==> config.mk <==
export PLATFORM = sky130hd
export DESIGN_NAME = bbog_walk
export DESIGN_NICKNAME = d
export VERILOG_FILES = /design/src/sv/bbog_pkg.sv /design/src/sv/bbog_walk.sv
export SDC_FILE = /design/constraint.sdc
export NUM_CORES = 1
export LEC_CHECK = 0
export BUFFER_PORTS_ARGS = -buffer_cell sky130_fd_sc_hd__buf_2
export CORE_ASPECT_RATIO = 1.75
export CORE_MARGIN = 10
export CORE_UTILIZATION = 48
export DETAILED_ROUTE_END_ITERATION = 7
export PLACE_DENSITY_LB_ADDON = 0.3
export SYNTH_ARGS = -nofsm -noshare
export SYNTH_HDL_FRONTEND = slang
export SYNTH_SLANG_ARGS = --single-unit
==> constraint.sdc <==
create_clock -name i_clk -period 5.9 [get_ports i_clk]
set_input_delay 1.18 -clock i_clk [delete_from_list [all_inputs] [get_ports i_clk]]
set_output_delay 1.18 -clock i_clk [all_outputs]
set_load 0.03 [all_outputs]
==> src/sv/bbog_pkg.sv <==
`default_nettype none
package bbog_pkg;

    localparam int MAX_BATCH_DIMS_DEF = 4;
    localparam int DIM_SIZE_BITS_DEF  = 16;
    localparam int OFFSET_BITS_DEF    = 48;

    localparam int CFG_INDEX_BITS    = 2;
    localparam int CFG_DATA_BITS     = 64;
    localparam int NUM_DIMS_BITS     = 3;
    localparam int SIZES_BITS        = 64;
    localparam int MASK_BITS         = 4;
    localparam int MATRIX_BITS       = 32;
    localparam int OFFSET_FIELD_BITS = 48;

    typedef enum logic [CFG_INDEX_BITS-1:0] {
        REG_NUM_DIMS = 2'd0,
        REG_SIZES    = 2'd1,
        REG_MASK     = 2'd2,
        REG_MATRIX   = 2'd3
    } t_cfg_reg;

endpackage
`default_nettype wire

==> src/sv/bbog_walk.sv <==
`default_nettype none
module bbog_walk #(
    parameter int MAX_BATCH_DIMS = bbog_pkg::MAX_BATCH_DIMS_DEF,
    parameter int DIM_SIZE_BITS  = bbog_pkg::DIM_SIZE_BITS_DEF
) (
    input  wire logic                                      i_clk,
    input  wire logic                                      i_rst_n,
    input  wire logic                                      i_load,
    input  wire logic                                      i_restart,
    input  wire logic [MAX_BATCH_DIMS-1:0][DIM_SIZE_BITS-1:0] i_size,
    input  wire logic [MAX_BATCH_DIMS-1:0]                 i_act,
    output logic [MAX_BATCH_DIMS-1:0][DIM_SIZE_BITS-1:0]   o_cnt
);
    import bbog_pkg::*;

    logic [MAX_BATCH_DIMS-1:0][DIM_SIZE_BITS-1:0] r_cnt;
    logic [MAX_BATCH_DIMS-1:0][DIM_SIZE_BITS-1:0] n_cnt;
    logic [MAX_BATCH_DIMS-1:0]                    wrap;
    logic [MAX_BATCH_DIMS-1:0]                    cin;

    for (genvar d = 0; d < MAX_BATCH_DIMS; d++) begin : g_wrap
        assign wrap[d] = ({1'b0, r_cnt[d]} + 1'b1) >= {1'b0, i_size[d]};
    end

    // carry into a dimension: every active inner dimension wraps
    always_comb begin
        cin[MAX_BATCH_DIMS-1] = 1'b1;
        for (int d = MAX_BATCH_DIMS - 2; d >= 0; d--) begin
            cin[d] = cin[d+1] & (~i_act[d+1] | wrap[d+1]);
        end
    end

    always_comb begin
        for (int d = 0; d < MAX_BATCH_DIMS; d++) begin
            if (i_restart) begin
                n_cnt[d] = '0;
            end else if (i_act[d] && cin[d]) begin
                n_cnt[d] = wrap[d] ? '0 : r_cnt[d] + 1'b1;
            end else begin
                n_cnt[d] = r_cnt[d];
            end
        end
    end

    always_ff @(posedge i_clk) begin
        if (!i_rst_n) begin
            r_cnt <= '0;
        end else if (i_load) begin
            r_cnt <= n_cnt;
        end
    end

    assign o_cnt = n_cnt;

    a_restart_zero: assert property (@(posedge i_clk) disable iff (!i_rst_n)
        (i_load && i_restart) |=> (r_cnt == '0))
        else $error("restart left a nonzero batch index");

endmodule
`default_nettype wire

# Word-level counts from Yosys, hierarchy flattened
# Index checks and enable logic that the tools add are counted.
[classes]
add_sub_neg = 8
bitwise = 8
reduce_logical = 3
mux = 12
magnitude_cmp = 4
[ops]
columns = ["cell", "n"]
rows = [
  ["16-bit 2-to-1 mux", 12],
  ["16-bit by 1-bit adder with 17-bit output, second input constant", 4],
  ["17-bit by 16-bit >= comparator with 1-bit output", 4],
  ["16-bit by 1-bit adder with 16-bit output, second input constant", 4],
  ["1-bit logical AND", 3],
  ["1-bit inverter", 3],
  ["1-bit bitwise OR", 3],
  ["1-bit bitwise AND", 2],
]
[word_totals]
register_bits = 64
in_bits = 72
output_inout_bits = 64

# Depth between registers and ports, before layout
[depth]
depth_word = 8
ltp_mapped = 17
ltp_nobuf = 16

# Worst setup path before layout
# OpenSTA, ideal clock, no wires.
[synth_path]
kind = "register to output"
from = "register r_cnt[4] in the netlist's numbering"
to = "output port o_cnt[3] in the netlist's numbering"
arrival_time_ns = 4.154
setup_slack_ns = 0.566
path_stages_with_launch = 17
cell_sequence = "dfxtp_1 -> buf_2 -> nand3_1 -> or3_1 -> clkbuf_1 -> nor2_1 -> nand3_1 -> xnor2_1 -> ha_1 -> a21oi_1 -> nand2_1 -> a221oi_1 -> a21oi_1 -> a311oi_4 -> nand4_4 -> buf_6 -> o41ai_1"
[synth_lines]
columns = ["element", "line_no", "text"]
rows = [
  ["from (decl)", "bbog_walk.sv:16", "logic [MAX_BATCH_DIMS-1:0][DIM_SIZE_BITS-1:0] r_cnt;"],
  ["from (signal assigned)", "bbog_walk.sv:49", "r_cnt <= n_cnt;"],
  ["to (decl)", "bbog_walk.sv:12", "output logic [MAX_BATCH_DIMS-1:0][DIM_SIZE_BITS-1:0] o_cnt"],
]

==> qor.csv <==
stage,metric,value,unit
status,status,"finished, final reports clean",
cells_and_area,biggest regs,r_cnt x64,
pwr,PD cells,151,nW/µm²
placed_design,port bufs,135,
worst_setup_path,Worst Setup SP,r_cnt[2],
timing,final cycle utilization of the critical path,97.3,%
synthesis,Syn Inst Count,956,
route,Iter 0 DRT Violations,457,
die,# rows,57,
worst_setup_path,Crit path largest cell delay,520,ps
placed_design,dpl hpwl,16300,µm
worst_setup_path,"Req. time, crit path",4720,ps
route,via/cell ratio,5.82,
worst_setup_path,worst path cell trace,"nand2_1, or3_1, nor2_2, nand3_1, xnor2_1, ha_1, a21oi_1, nand2_1, a221oi_1, a21oi_1, a311oi_4, nand4_4, buf_4, or3_1, a21oi_1, buf_2",
synthesis,Yosys reg bits,64,
grt,GRT met3 Usage,3.46,%
worst_hold_path,Hold Path Class,flop to flop,
cells_and_area,Biggest register,r_cnt,
synthesis,Async SR Flop Fraction,0,%
timing,worst slew pin tran,852,ps
timing,Clock Skew,6.35,ps
clocking,Clock Tree Buf Depth,2,
grt,largest net degree at the start of global routing,44,
worst_setup_path,CP dominant cell by count,a21oi_1,
grt,GR Util met2,38.1,%
grt,grt ovf,0,
cells_and_area,final net count,1210,
timing,hold violation count in the final report,0,
cells_and_area,fin util,57.9,%
timing,Max Freq,174,MHz
clocking,clk slew on worst S/H paths,60,ps
worst_setup_path,CP max-delay cell,or3_1,
timing,final setup vio count,0,
synthesis,post-synthesis cell area,6760,µm²
worst_setup_path,"Max FO, Critical Path",8,
synthesis,YS warnings,0,
synthesis,syn nets,1096,
die,I/O pin total,136,
cells_and_area,Post-Layout Cell Count,1252,
route,DRT Pass-1 Iters,5,
grt,first-pass GRT wire length,33700,µm
synthesis,register area share after synthesis,18.9,%
worst_setup_path,crit path capture type,output port,
grt,GR peak layer,met2,
worst_setup_path,data arrival time of the critical path,4560,ps
pwr,Tot Pwr,1.21,mW
timing,final max-slew violation count,0,
die,die area,19400,µm²
route,Routed Wire Length,21600,µm
pwr,Worst VDD drop,0.137,mV
route,WL/cell,17.2,µm
cells_and_area,layout cells sized above 1,20.5,%
synthesis,number of synthesized flops with an enable pin,0,
worst_setup_path,startpoint types,flop,
grt,Tot GR Track Use,21.3,%
die,chip width,110,µm
timing,Tmin final,5740,ps
die,Initial Util,48.9,%
route,remaining antenna violation count after routing,0,
synthesis,Mean Syn Cell Area,7.07,µm²
timing,Slew headroom,43.1,%
worst_setup_path,WS Path Type,flop to output port,
timing,WHS,495,ps
clocking,insertion delay to the later sink of the worst-skew pair,330,ps
cells_and_area,max reg flops,64,
route,vias,7285,
grt,GR Layer Usage met1,23.5,%
clocking,H-tree Lvls,3,
synthesis,Unique masters post-synth,76,
clocking,CTS tree,done,
cells_and_area,antenna cells,0,
worst_setup_path,reg2reg start,r_cnt[2],
die,Die H,177,µm
clocking,Num Clock Sinks,64,
pwr,Lkg Pwr,3.85,nW
placed_design,placed cells,1227,
clocking,Root Driver,clkbuf_16,
placed_design,routability cong.,0.923,
clocking,cts bufs inserted,9,
synthesis,most used flip-flop cell after synthesis,dfxtp_1,
grt,number of global-route vias before repair,6969,
cells_and_area,area grow syn2layout,18.5,%
worst_hold_path,Hold Startpoint,r_cnt[28],
job,max cap viols,0,
grt,antenna violations before repair,0,
timing,TNS Setup,0,ps
die,CORE AREA,13800,µm²
route,drt drc,0,
==> synth_stat cells, types with 7 or more instances <==
cell,n,area (µm²)
ha_1,68,851
and3_1,21,131
a22o_1,9,78.8
xnor2_1,31,272
a32o_1,8,80.1
and4_1,7,61.3
nor2_1,82,308
nor2b_1,28,175
nand2b_1,10,62.6
clkbuf_1,37,139
a21oi_1,77,385
a21o_1,9,67.6
inv_1,83,312
or3_1,12,75.1
nor3_1,27,135
dfxtp_1,64,1280
buf_2,15,75.1
xor2_1,22,193
and2_1,10,62.6
nand3_1,42,210
o31ai_1,14,105
nand2_1,88,330
o21ai_0,63,315
nor4_1,9,56.3
o21ai_1,19,95.1
==> final timing paths <==
kind,to,slack (ps),cells after the start
max reg2reg,r_cnt[13],1480,15
min reg2reg,r_cnt[28],500,2
min,r_cnt[28],500,2
max,o_cnt[6],160,16
==> what timing repair did <==
action / in CTS / in global routing
setup buffers: 0 / 8
cloned: 0 / 1
hold buffers: 0 / 0
endpoints found under the setup margin: 1 / 38
pin swaps: 0 / 3
resized for setup: 1 / 18
==> placed cells by master (no fill, tap or decap), types with 22 or more instances in the layout <==
cell type / instances
nor3_1: 26
nand3_1: 42
a21oi_1: 77
xnor2_1: 31
o21ai_0: 63
nor2_1: 79
inv_1: 83
nand2_1: 88
xor2_1: 22
buf_4: 26
dfxtp_1: 58
nor2b_1: 28
ha_1: 65
buf_2: 135
==> report_power, final <==
part           internal [mW]  switching, mW  total [mW]
Sequential             0.433        0.00204       0.435
Clock                  0.413          0.210       0.623
Combinational         0.0560         0.0973       0.153
Total                  0.903          0.309        1.21
==> cell families (layout without fill, tap and decap cells) <==
logic type                 Yosys count  after routing  share of synthesized area (%)
and+or+nand+nor                    372            373                           28.6
AOI/OAI and AO/OA                  254            254                           24.2
buffers and inverters              143            261                           8.51
adders and majority gates           68             68                           12.6
DFF                                 64             64                           18.9
xor gates and xnor gates            53             53                           6.87
muxes                                2              2                          0.296
==> metal layers <==
| metal | routed length [µm] | share of wire [%] |
|---|---|---|
| met5 | 0 | 0 |
| met4 | 874 | 4.1 |
| met3 | 1470 | 6.8 |
| met2 | 11000 | 51 |
| met1 | 8220 | 38 |
==> final cells by class <==
cell class | count | area (µm²)
clock inverter | 7 | 120
fill | 1404 | 5830
sequential | 64 | 1290
tap | 177 | 221
timing repair buffer | 161 | 871
clock buffer | 9 | 225
multi-input combinational | 750 | 4970
inverter | 84 | 315
==> critical path: cells and delay by family, from the launching register on <==
family	cells	cell delay (ps)
AO/OA/AOI/OAI	5	1220
XOR/XNOR	1	180
adder cells (fa/ha/maj)	1	310
buffers and inverters	2	440
flip-flops	1	410
AND/OR/NAND/NOR	7	1670
==> through the flow <==
step | setup slack (ps) | cell area (µm²)
finish | 157 | 8010
CTS | 36.3 | 7890
global route | -2.85 | 8010
floorplan | 566 | 6760
detailed placement | 384 | 7530
global placement | 373 | 7530
(Power assumes the default switching activity.)
